$ cat config.mk
export PLATFORM = sky130hd
export DESIGN_NAME = encoder_motion_start_detector
export DESIGN_NICKNAME = d
export VERILOG_FILES = /design/src/rtl/core/emsd_pkg.sv /design/src/rtl/core/emsd_counter.sv /design/src/rtl/core/emsd_sequencer.sv /design/src/rtl/core/encoder_motion_start_detector.sv
export VERILOG_INCLUDE_DIRS = /design/src /design/src/rtl/core
export SDC_FILE = /design/constraint.sdc
export NUM_CORES = 1
export LEC_CHECK = 0
export ABC_AREA = 1
export BUFFER_PORTS_ARGS = -buffer_cell sky130_fd_sc_hd__buf_2
export CAP_MARGIN = 15
export CORE_MARGIN = 1.5
export CORE_UTILIZATION = 35
export CTS_BUF_LIST = sky130_fd_sc_hd__clkbuf_4 sky130_fd_sc_hd__clkbuf_8
export DETAILED_ROUTE_END_ITERATION = 6
export SYNTH_ARGS = -nofsm -noshare
export SYNTH_HDL_FRONTEND = slang
export SYNTH_SLANG_ARGS = --single-unit
$ cat constraint.sdc
create_clock -name clock -period 5.35 [get_ports clock]
set_clock_uncertainty 0.2 [all_clocks]
set_input_delay 1.07 -clock clock [delete_from_list [all_inputs] [get_ports clock]]
set_output_delay 1.07 -clock clock [all_outputs]
set_load 0.05 [all_outputs]
$ cat src/rtl/core/encoder_motion_start_detector_macros.svh
// ----------------------------------------------------------------------------
// Assertion macros for the encoder motion start detector
// Short forms for clocked, reset-qualified implications.
// ----------------------------------------------------------------------------
`ifndef ENCODER_MOTION_START_DETECTOR_MACROS_SVH
`define ENCODER_MOTION_START_DETECTOR_MACROS_SVH

// Same-cycle implication, checked out of reset.
`define EMSD_ASSERT_IMP(label, clk, rst, ante, cons, msg) \
   label: assert property (@(posedge clk) disable iff (rst) (ante) |-> (cons)) \
      else $error(msg);

// Next-cycle implication, checked out of reset.
`define EMSD_ASSERT_NEXT(label, clk, rst, ante, cons, msg) \
   label: assert property (@(posedge clk) disable iff (rst) (ante) |=> (cons)) \
      else $error(msg);

`endif

$ cat src/rtl/core/emsd_pkg.sv
// ----------------------------------------------------------------------------
// Encoder motion start detector package
// Shared types, register indexes, reset values and phase encoding.
// ----------------------------------------------------------------------------
package emsd_pkg;

   // Request operation codes
   typedef enum logic [1:0] {
      OP_EDGE  = 2'd0,
      OP_TICK  = 2'd1,
      OP_START = 2'd2
   } op_type;

   // Configuration register indexes
   typedef enum logic [1:0] {
      CSR_WINDOW_TICKS   = 2'd0,
      CSR_LOW_THRESHOLD  = 2'd1,
      CSR_HIGH_THRESHOLD = 2'd2
   } csr_idx_type;

   localparam logic        [15:0] WINDOW_TICKS_RST   = 16'd50;
   localparam logic signed [15:0] LOW_THRESHOLD_RST  = 16'sd20;
   localparam logic signed [15:0] HIGH_THRESHOLD_RST = 16'sd50;

   localparam logic signed [15:0] WIN_MAX = 16'sh7FFF;
   localparam logic signed [15:0] WIN_MIN = 16'sh8000;
   localparam logic signed [31:0] POS_MAX = 32'sh7FFF_FFFF;
   localparam logic signed [31:0] POS_MIN = 32'sh8000_0000;
   localparam logic        [15:0] TICKS_MAX = 16'hFFFF;

   localparam logic [2:0] PHASE_LAST = 3'd5;

   // Start sequence phases, one-hot
   typedef enum logic [5:0] {
      PH_SLOW0 = 6'b000001,
      PH_DIP0  = 6'b000010,
      PH_RISE0 = 6'b000100,
      PH_DIP1  = 6'b001000,
      PH_RISE1 = 6'b010000,
      PH_SLOW1 = 6'b100000
   } phase_type;

   // Velocity latch event from the counters to the sequencer
   typedef struct packed {
      logic               latch;
      logic signed [15:0] velocity;
   } latch_type;

   function automatic logic [2:0] phase_code(input phase_type ph);
      logic [2:0] code;
      case (ph)
         PH_SLOW0: code = 3'd0;
         PH_DIP0:  code = 3'd1;
         PH_RISE0: code = 3'd2;
         PH_DIP1:  code = 3'd3;
         PH_RISE1: code = 3'd4;
         default:  code = PHASE_LAST;
      endcase
      return code;
   endfunction

endpackage

$ cat src/rtl/core/emsd_counter.sv
// ----------------------------------------------------------------------------
// Encoder counters
// Position and window counters, window timer and velocity latch.
// ----------------------------------------------------------------------------
module emsd_counter (
   input  logic                      clock,
   input  logic                      reset,
   input  logic                      step,
   input  emsd_pkg::op_type          op,
   input  logic                      p2_level,
   input  logic               [15:0] window_ticks,
   input  logic                      clear_pos,
   output emsd_pkg::latch_type       latch_ev,
   output logic signed        [31:0] position_in,
   output logic signed        [15:0] velocity_in
);

   logic signed [31:0] position_ff, position_nx;
   logic signed [15:0] window_ff, window_in;
   logic        [15:0] elapsed_ff, elapsed_in, elapsed_inc;
   logic signed [15:0] velocity_ff;

   assign elapsed_inc = (elapsed_ff != emsd_pkg::TICKS_MAX) ? elapsed_ff + 16'd1 : elapsed_ff;

   always_comb begin
      position_nx = position_ff;
      window_in   = window_ff;
      elapsed_in  = elapsed_ff;
      velocity_in = velocity_ff;
      latch_ev    = '0;
      case (op)
         emsd_pkg::OP_EDGE: begin
            if (p2_level) begin
               if (window_ff != emsd_pkg::WIN_MAX) window_in = window_ff + 16'sd1;
               if (position_ff != emsd_pkg::POS_MAX) position_nx = position_ff + 32'sd1;
            end else begin
               if (window_ff != emsd_pkg::WIN_MIN) window_in = window_ff - 16'sd1;
               if (position_ff != emsd_pkg::POS_MIN) position_nx = position_ff - 32'sd1;
            end
         end
         emsd_pkg::OP_TICK: begin
            elapsed_in = elapsed_inc;
            if (elapsed_inc > window_ticks) begin
               elapsed_in        = '0;
               velocity_in       = window_ff;
               window_in         = '0;
               latch_ev.latch    = 1'b1;
               latch_ev.velocity = window_ff;
            end
         end
         default: begin
         end
      endcase
   end

   // completed start sequence zeroes the position
   assign position_in = clear_pos ? '0 : position_nx;

   always_ff @(posedge clock) begin
      if (reset) begin
         position_ff <= '0;
         window_ff   <= '0;
         elapsed_ff  <= '0;
         velocity_ff <= '0;
      end else if (step) begin
         position_ff <= position_in;
         window_ff   <= window_in;
         elapsed_ff  <= elapsed_in;
         velocity_ff <= velocity_in;
      end
   end

endmodule

$ cat src/rtl/core/emsd_sequencer.sv
// ----------------------------------------------------------------------------
// Start sequencer
// Six-phase velocity sequence that completes a pending start.
// ----------------------------------------------------------------------------
module emsd_sequencer (
   input  logic                      clock,
   input  logic                      reset,
   input  logic                      step,
   input  emsd_pkg::op_type          op,
   input  emsd_pkg::latch_type       latch_ev,
   input  logic signed        [15:0] low_threshold,
   input  logic signed        [15:0] high_threshold,
   output logic               [2:0]  phase_in,
   output logic                      pending_in,
   output logic                      done,
   output logic                      clear_pos
);

   emsd_pkg::phase_type phase_ff, phase_nx;
   logic                pending_ff;
   logic                below_low, below_high, above_high;

   assign below_low  = latch_ev.velocity < low_threshold;
   assign below_high = latch_ev.velocity < high_threshold;
   assign above_high = latch_ev.velocity > high_threshold;

   always_comb begin
      phase_nx   = phase_ff;
      pending_in = pending_ff;
      done       = 1'b0;
      if (op == emsd_pkg::OP_START) begin
         pending_in = 1'b1;
      end else if (op == emsd_pkg::OP_TICK && latch_ev.latch && pending_ff) begin
         case (phase_ff)
            emsd_pkg::PH_SLOW0: if (below_low)  phase_nx = emsd_pkg::PH_DIP0;
            emsd_pkg::PH_DIP0:  if (below_high) phase_nx = emsd_pkg::PH_RISE0;
            emsd_pkg::PH_RISE0: if (above_high) phase_nx = emsd_pkg::PH_DIP1;
            emsd_pkg::PH_DIP1:  if (below_high) phase_nx = emsd_pkg::PH_RISE1;
            emsd_pkg::PH_RISE1: if (above_high) phase_nx = emsd_pkg::PH_SLOW1;
            default: begin
               phase_nx = emsd_pkg::PH_SLOW1;
               if (below_low) begin
                  pending_in = 1'b0;
                  done       = 1'b1;
               end
            end
         endcase
      end
      phase_in  = emsd_pkg::phase_code(phase_nx);
      clear_pos = done;
   end

   always_ff @(posedge clock) begin
      if (reset) begin
         phase_ff   <= emsd_pkg::PH_SLOW0;
         pending_ff <= 1'b0;
      end else if (step) begin
         phase_ff   <= phase_nx;
         pending_ff <= pending_in;
      end
   end

endmodule

$ cat src/rtl/core/encoder_motion_start_detector.sv
// ----------------------------------------------------------------------------
// Encoder motion start detector
// Counts quadrature encoder steps, latches windowed velocity and tracks a
// six-phase start sequence.
// ----------------------------------------------------------------------------
// Usage:
//  - Request channel (req_valid/req_stall, req_op, req_p2_level): one request
//    per encoder P1 rising edge, millisecond tick or start request.
//  - Response channel (rsp_valid/rsp_stall): exactly one response per
//    request, in order, carrying the state after that request.
//  - CSR channel (csr_valid/csr_ready, csr_index, csr_data): always ready;
//    write only while no request is in flight.
//  - Path: an accepted request is held in the input register, then its
//    response is registered in the result register and shown as valid.
//    Throughput: one request per cycle while rsp_stall does not hold a
//    waiting response, as the counters and the sequencer update at once.
//  - Stall: while rsp_stall holds a waiting response, one more request is
//    taken into the input register, then req_stall rises until the
//    response drains.
//  - Reset: counters, velocity, phase and pending flag clear; CSRs return
//    to window 50, low threshold 20, high threshold 50.
// ----------------------------------------------------------------------------
`include "encoder_motion_start_detector_macros.svh"

module encoder_motion_start_detector (
   input  logic               clock,
   input  logic               reset,
   // request channel
   input  logic               req_valid,
   output logic               req_stall,
   input  logic        [1:0]  req_op,
   input  logic               req_p2_level,
   // response channel
   output logic               rsp_valid,
   input  logic               rsp_stall,
   output logic signed [31:0] rsp_position,
   output logic signed [15:0] rsp_velocity,
   output logic        [2:0]  rsp_phase,
   output logic               rsp_start_pending,
   output logic               rsp_start_done,
   // configuration channel
   input  logic               csr_valid,
   output logic               csr_ready,
   input  logic        [1:0]  csr_index,
   input  logic        [15:0] csr_data
);

   // CSRs
   logic        [15:0] window_ticks_ff;
   logic signed [15:0] low_threshold_ff;
   logic signed [15:0] high_threshold_ff;

   // input register
   logic                s1_valid_ff, s1_valid_in;
   emsd_pkg::op_type    s1_op_ff;
   logic                s1_p2_ff;

   // result register
   logic                rsp_valid_ff, rsp_valid_in;
   logic signed [31:0]  rsp_position_ff;
   logic signed [15:0]  rsp_velocity_ff;
   logic        [2:0]   rsp_phase_ff;
   logic                rsp_pending_ff;
   logic                rsp_done_ff;

   logic                advance;
   logic                step;
   emsd_pkg::latch_type latch_ev;
   logic                clear_pos;
   logic signed [31:0]  position_in;
   logic signed [15:0]  velocity_in;
   logic        [2:0]   phase_in;
   logic                pending_in;
   logic                done;

   // ---------------- configuration ----------------
   assign csr_ready = 1'b1;

   always_ff @(posedge clock) begin
      if (reset) begin
         window_ticks_ff   <= emsd_pkg::WINDOW_TICKS_RST;
         low_threshold_ff  <= emsd_pkg::LOW_THRESHOLD_RST;
         high_threshold_ff <= emsd_pkg::HIGH_THRESHOLD_RST;
      end else if (csr_valid && csr_ready) begin
         case (emsd_pkg::csr_idx_type'(csr_index))
            emsd_pkg::CSR_WINDOW_TICKS:   window_ticks_ff   <= csr_data;
            emsd_pkg::CSR_LOW_THRESHOLD:  low_threshold_ff  <= csr_data;
            emsd_pkg::CSR_HIGH_THRESHOLD: high_threshold_ff <= csr_data;
            default: begin
               // drop writes to unmapped indexes
            end
         endcase
      end
   end

   // ---------------- pipeline control ----------------
   // Advance whenever the result register is empty or being taken.
   assign advance   = !rsp_valid_ff || !rsp_stall;
   assign step      = s1_valid_ff && advance;
   assign req_stall = s1_valid_ff && !advance;

   // Hold the input register while stalled, otherwise load the next request.
   assign s1_valid_in = req_stall ? s1_valid_ff : req_valid;

   always_ff @(posedge clock) begin
      if (reset) begin
         s1_valid_ff <= 1'b0;
      end else begin
         s1_valid_ff <= s1_valid_in;
      end
   end

   always_ff @(posedge clock) begin
      if (req_valid && !req_stall) begin
         s1_op_ff <= emsd_pkg::op_type'(req_op);
         s1_p2_ff <= req_p2_level;
      end
   end

   // ---------------- datapath ----------------
   emsd_counter u_counter (
      .clock        (clock),
      .reset        (reset),
      .step         (step),
      .op           (s1_op_ff),
      .p2_level     (s1_p2_ff),
      .window_ticks (window_ticks_ff),
      .clear_pos    (clear_pos),
      .latch_ev     (latch_ev),
      .position_in  (position_in),
      .velocity_in  (velocity_in)
   );

   emsd_sequencer u_sequencer (
      .clock          (clock),
      .reset          (reset),
      .step           (step),
      .op             (s1_op_ff),
      .latch_ev       (latch_ev),
      .low_threshold  (low_threshold_ff),
      .high_threshold (high_threshold_ff),
      .phase_in       (phase_in),
      .pending_in     (pending_in),
      .done           (done),
      .clear_pos      (clear_pos)
   );

   // ---------------- result register ----------------
   assign rsp_valid_in = advance ? s1_valid_ff : rsp_valid_ff;

   always_ff @(posedge clock) begin
      if (reset) begin
         rsp_valid_ff <= 1'b0;
      end else begin
         rsp_valid_ff <= rsp_valid_in;
      end
   end

   always_ff @(posedge clock) begin
      if (step) begin
         rsp_position_ff <= position_in;
         rsp_velocity_ff <= velocity_in;
         rsp_phase_ff    <= phase_in;
         rsp_pending_ff  <= pending_in;
         rsp_done_ff     <= done;
      end
   end

   assign rsp_valid         = rsp_valid_ff;
   assign rsp_position      = rsp_position_ff;
   assign rsp_velocity      = rsp_velocity_ff;
   assign rsp_phase         = rsp_phase_ff;
   assign rsp_start_pending = rsp_pending_ff;
   assign rsp_start_done    = rsp_done_ff;

   // ---------------- assertions ----------------
   `EMSD_ASSERT_IMP(a_done_ends_seq, clock, reset, rsp_valid && rsp_start_done, !rsp_start_pending && rsp_phase == emsd_pkg::PHASE_LAST && rsp_position == 32'sd0, "start done without final phase, cleared pending and zero position")
   `EMSD_ASSERT_IMP(a_stall_cause, clock, reset, req_stall, rsp_valid && rsp_stall, "request stalled while result register can drain")
   `EMSD_ASSERT_NEXT(a_phase_on_tick, clock, reset, step && s1_op_ff != emsd_pkg::OP_TICK, rsp_phase == $past(phase_in), "phase moved on a non-tick request")

endmodule

---- Word level (Yosys, flattened, before mapping) ----
Index checks and enable logic that the tools add are counted.
operators by class
  $lt $le $gt $ge ......................... 4
  multiplexer cells ....................... 33
  add/subtract/negate cells ............... 5
  reduce and logical (&&, ||, !) cells .... 19
  eq/ne operators ......................... 22
operators with widths
  operator                 count
  $mux W32                 5
  $mux W16                 8
  $ne A32 B32 Y1 const B   2
  $ne A16 B16 Y1 const B   3
  $mux W6                  7
  $mux W17                 2
  $add A32 B2 Y32 const B  1
  $gt A16 B16 Y1           2
  $lt A16 B16 Y1           2
  $pmux W16 S2             1
  $sub A32 B2 Y32 const B  1
  $pmux W6 S5              1
  $add A16 B1 Y16 const B  1
  $add A16 B2 Y16 const B  1
  $sub A16 B2 Y16 const B  1
  $pmux W3 S5              1
  $eq A6 B1 Y1 const B     2
  $eq A6 B2 Y1 const B     2
  $eq A6 B3 Y1 const B     2
  $eq A6 B4 Y1 const B     2
  $eq A6 B5 Y1 const B     2
  $mux W1                  8
  $reduce_and A2 Y1        4
  $ne A3 B2 Y1 const B     2
  other kinds (10)         20
storage, ports and cells
  logic and storage cells ................. 101
  output and inout bits ................... 56
  bits of input ports ..................... 26
  flip-flop bits (word level) ............. 193

---- Longest topological paths before layout ----
  word-level depth ........................ 12
  depth in mapped cells ................... 49
  mapped depth without buffers ............ 48

---- Hierarchy ----
From an unflattened synthesis, not the netlist that was laid out.
unflattened totals
  cell total of the unflattened synthesis .. 2042
  area total of the unflattened synthesis .. 13276.5 um^2
modules (own cells, without submodules)
  module                         cells each  instances  sequential area each (um^2)  area each (um^2)
  emsd_counter                   1405        1          1601.5                       7950.1
  encoder_motion_start_detector  370         1          2682.6                       3763.6
  emsd_sequencer                 267         1          140.1                        1562.7

---- Worst setup path after synthesis ----
No wires, ideal clock.
  path type ............................... register -> register
  start ................................... reg u_counter.elapsed_ff[0]
  end ..................................... reg rsp_phase_ff[0] (netlist: rsp_phase[0]) (data pin)
  library setup time ...................... 0.253 ns
  path buffers ............................ 2
  cell stages (with the launch flop) ...... 45
  slack ................................... -0.364 ns
  period minus slack after synthesis ...... 5.714 ns
  data required time ...................... 4.897 ns
  data arrival time ....................... 5.261 ns
  path through ............................ dfxtp_1 > ha_1 > inv_1 > nor3_1 > nand2_1 > nor3_1 > inv_1 > nor3_1 > inv_1 > nor2_1 > nand2_1 > inv_2 > nor2_1 > nand2_1 > nor2_1 > xor2_1 > ha_1 > a21o_1 > [9 not listed] > nor2_1 > ha_1 > nand2_1 > inv_1 > nand3_1 > a31oi_1 > a2111oi_0 > nand3_1 > nand3_1 > nand2_1 > nand2_1 > nand2_2 > inv_2 > nand2_2 > inv_1 > nand2_1 > nand3_1 > nand2_1
between the ends
  cells in the longest elaborated chain, start to end .. 12
  elaborated cells on any way between the ends .. 25
  those cells by class .................... add/sub (1); order compare (4); eq/ne (6); mux (12); reduce/logical (2)
ends and longest elaborated chain
  item                                               line                                  text
  start, declared                                    emsd_counter.sv:20                    logic [15:0] elapsed_ff, elapsed_in, elapsed_inc;
  start signal, assigned                             emsd_counter.sv:68                    elapsed_ff <= elapsed_in;
  $add A16 B1 Y16 or $ne A16 B16 Y1 (tied branches)  emsd_counter.sv:23                    assign elapsed_inc = (elapsed_ff != emsd_pkg::TICKS_MAX) ? elapsed_ff + 16'd1 : elapsed_ff;
  $mux W16 *                                         emsd_counter.sv:23
  $gt A16 B16 Y1 *                                   emsd_counter.sv:43                    if (elapsed_inc > window_ticks) begin
  $mux W17 *                                         emsd_counter.sv:43
  $mux W17 *                                         emsd_counter.sv:31                    case (op)
  $gt A16 B16 Y1 (tied with other cells)             emsd_sequencer.sv:25                  assign above_high = latch_ev.velocity > high_threshold;
  $mux W6, on equally long branches                  -
  $pmux W6 S5                                        emsd_sequencer.sv:34                  case (phase_ff)
  $mux W6 *                                          emsd_sequencer.sv:33                  end else if (op == emsd_pkg::OP_TICK && latch_ev.latch && pending_ff) begin
  $mux W6 *                                          emsd_sequencer.sv:31                  if (op == emsd_pkg::OP_START) begin
  $eq A6 B5 Y1 (tied with other cells)               emsd_pkg.sv:51                        case (ph)
  $pmux W3 S5 *                                      emsd_pkg.sv:51
  via phase_in[0]                                    encoder_motion_start_detector.sv:72   logic [2:0] phase_in;
  end signal, assigned                               encoder_motion_start_detector.sv:163  rsp_phase_ff <= phase_in;
  end, declared                                      encoder_motion_start_detector.sv:62   logic [2:0] rsp_phase_ff;
The timed path passes the listed nets; every way through them passes the cells marked *.
A chain may end at the register's enable or synchronous reset.

---- Worst setup path after layout ----
  start ................................... reg u_counter.elapsed_ff[1]
  end ..................................... reg rsp_position_ff[1] (netlist: rsp_position[1]) (data pin)
between the ends
  cells in the longest elaborated chain, start to end .. 11
  elaborated cells on any way between the ends .. 14
  those cells by class .................... add/sub (1); order compare (2); eq/ne (1); mux (8); reduce/logical (2)
ends and longest elaborated chain
  item                                               line                                  text
  $add A16 B1 Y16 or $ne A16 B16 Y1 (tied branches)  emsd_counter.sv:23
  $mux W16 *                                         emsd_counter.sv:23
  $gt A16 B16 Y1 *                                   emsd_counter.sv:43
  $mux W17 *                                         emsd_counter.sv:43
  $mux W17 *                                         emsd_counter.sv:31
  $lt A16 B16 Y1                                     emsd_sequencer.sv:23                  assign below_low = latch_ev.velocity < low_threshold;
  $mux W1                                            emsd_sequencer.sv:42                  if (below_low) begin
  $mux W1                                            emsd_sequencer.sv:34
  $mux W1 *                                          emsd_sequencer.sv:33
  $mux W1 *                                          emsd_sequencer.sv:31
  via clear_pos                                      encoder_motion_start_detector.sv:69   logic clear_pos;
  $mux W32 *                                         emsd_counter.sv:57                    assign position_in = clear_pos ? '0 : position_nx;
  via position_in[1]                                 encoder_motion_start_detector.sv:70   logic signed [31:0] position_in;
  end signal, assigned                               encoder_motion_start_detector.sv:161  rsp_position_ff <= position_in;
  end, declared                                      encoder_motion_start_detector.sv:60   logic signed [31:0] rsp_position_ff;
Marked as above.

==> out/metrics.cfg <==
[outcome]
status = complete, but fails checks
violations = setup timing

[global_route]
grt_antenna_before_repair = 0
grt_start_max_net_pins = 96
grt_pass1_vias = 9593
track_usage = 0.182
grt_pass1_wl_mm = 48.7
grt_remaining_overflow = 0

[finish]
final_layout_size_suffix_gt1_frac = 0.238
n_fill_cell = 3187
fin_nets = 1740
register_area_um2 = 4430
multiInputGateArea_um2 = 6180
fin_cells = 2067
diodes = 0
final_area_um2 = 13700
area.growth.synth_to_final_pct = 21.4

[timing]
finalCritPeriodShare = 1.04
setup_viol = 71
slew_violations = 0
min_period_ns = 5.57
worst_pin_slew_ns = 0.988
timing.final.ws_setup_ns = -0.222
slew_headroom = 0.339
setup_tns_ns = -10.68
hold-worst-slack_ns = 0.272
rsz0062_at_grt = yes
fmax_mhz = 179
hold_viol = 0

[synth]
synth_edf_count = 56
synth_area_leaders = dfxtp_1, edfxtp_1, inv_1
ys.flop_type = dfxtp_1
ys_seq_area_frac = 0.392
ys_warn_count = 0
synth.top_cell.area_share = 0.243
syn_avg_cell_area_um2 = 7.49
syn_area_um2 = 11300
yosys.cell_types.count = 58
synthCells = 1508
synth-async-reset-ratio = 0
syn_nets = 1596
yosys.area.top_type = dfxtp_1
synth-seq-cells = 193

[cts]
cts_tree = built
clkLatencyLatePin_ns = 0.50
cts_buffer_depth = 2
root_buffer = clkbuf_8
cts_hold_buf = 0
clk_pin_slew_ns = 0.12
cts.sinks = 193
cts_buffers = 17
cts.htree.levels = 4

[routing]
drtPass1Iterations = 6
via_per_inst = 5.00
drt_iter0_markers = 711
wl_per_cell_um = 14.8
vias = 10330
wl_mm = 30.6
antenna_left = 0
drcViolationCount = 0

[pwr]
total_power_mw = 3.17
cellPowerDensity_nw_per_um2 = 231
leakage_nw = 6.09
ir_worst_vdd_uv = 158

[worst_setup_path]
crit_path_start_kind = register
crit_slowest_cell = dfxtp_2
path_common_cell = nand2_2
cp-end-kind = register
critPathArrivalTime_ns = 5.61
worstPathRequired_ns = 5.39
crit_type = register to register
cpPeakStageDelay_ns = 0.35
cp_max_fo = 6

[flow_run]
max-cap-violations = 0

[worst_hold_path]
worstHoldPathType = register to register

[die]
start_util = 0.357
core_um2 = 31600
die-area_um2 = 33300
rows = 65
io-pin-count = 82
chipWidth_um = 183
dieHeight_um = 183

[place]
place_congestion = 0.916
place_hpwl_mm = 21.9
place_inst = 2006
io_buffers = 80
placed_cell_area_um2 = 12500

## synth_stat cells, types with 4 or more instances
library cell and instances:
nand3_1 53, buf_2 5, edfxtp_1 56, o211ai_1 10, a21oi_1 171, nor2_2 14, a211oi_1 5, inv_2 9
o21ai_0 127, nor2_4 5, xnor2_1 10, dfxtp_1 137, nor4_1 18, ha_1 61, nand2_2 38, a31oi_1 5
nor2_1 105, nand2_1 229, or2_2 4, clkbuf_1 37, xor2_1 28, nand4_1 25, nor3_1 33, o21bai_1 14
clkbuf_2 8, inv_1 242, o22ai_1 6, nand3_2 4
## where the power goes
part / total, mW / switching (mW) / internal, mW
clock: 0.919 / 0.576 / 0.343
combinational: 0.604 / 0.416 / 0.188
sequential: 1.65 / 0.0569 / 1.59
## placed cells by master, fill, tap and decap left out, types with 28 or more instances in the layout
cell type  netlist  layout
nor2_1         105      90
buf_4            3      83
inv_1          242     239
ha_1            61      51
a21oi_1        171     160
nand2_1        229     200
nand3_1         53      43
buf_2            5      80
nand2_2         38      60
xor2_1          28      28
edfxtp_1        56      56
nor3_1          33      29
dfxtp_1        137     135
o21ai_0        127     122
## what timing repair did
action / in CTS / in global routing
setup endpoints to repair: 67 / 75
cloned: 0 / 3
gates resized for setup: 15 / 122
setup buffers: 4 / 21
pin swaps: 6 / 36
## path summary, 6_finish.rpt
path	end	from	slack, ns	cells after the start
setup reg to reg	rsp_position[1]	u_counter.elapsed_ff[1]	-0.22	43
setup / recovery	rsp_position[1]	u_counter.elapsed_ff[1]	-0.22	43
hold reg to reg	high_threshold_ff[10]	high_threshold_ff[10]	0.27	2
hold / removal	high_threshold_ff[10]	high_threshold_ff[10]	0.27	2
## per-stage QoR
step	setup WS (ns)	utilization
global placement	-0.244	0.396
CTS	-0.158	0.410
detailed placement	-0.299	0.396
global route	-0.626	0.433
floorplan	0.0515	-
finish	-0.222	0.433
## kinds of logic after synthesis
kind of cell,synth area share
buf+inv,0.108
other cells,0.000332
flops,0.392
simple gates,0.223
compound gates,0.178
fa+ha+maj,0.0694
xor+xnor,0.0295
## per-layer routing
| metal | wire length [µm] | GRT usage | up-vias |
|---|---|---|---|
| li1 | - | - | 5276 |
| met4 | 466 | 0.0499 | 0 |
| met1 | 14100 | 0.235 | 4792 |
| met2 | 14900 | 0.314 | 227 |
| met5 | 0 | 0 | - |
| met3 | 1080 | 0.0281 | 35 |
## cell type report
type | count | share of cell area
Clock buffer | 18 | 0.0176
Clock inverter | 14 | 0.00886
Tap cell | 402 | 0.0367
Sequential cell | 193 | 0.323
Timing Repair inverter | 3 | 0.00201
Inverter | 253 | 0.0704
Multi-Input combinational cell | 1005 | 0.451
Timing Repair Buffer | 179 | 0.0903
## critical path, delay by kind of cell (launching register included)
family,cells,cell delay (ns)
buffers and inverters,11,1.13
DFF,1,0.35
AOI/OAI and AO/OA,2,0.33
xor gates and xnor gates,1,0.15
adders and majority gates,3,0.68
and+or+nand+nor,26,2.48
Note: power is estimated with default switching activity, not from simulation.
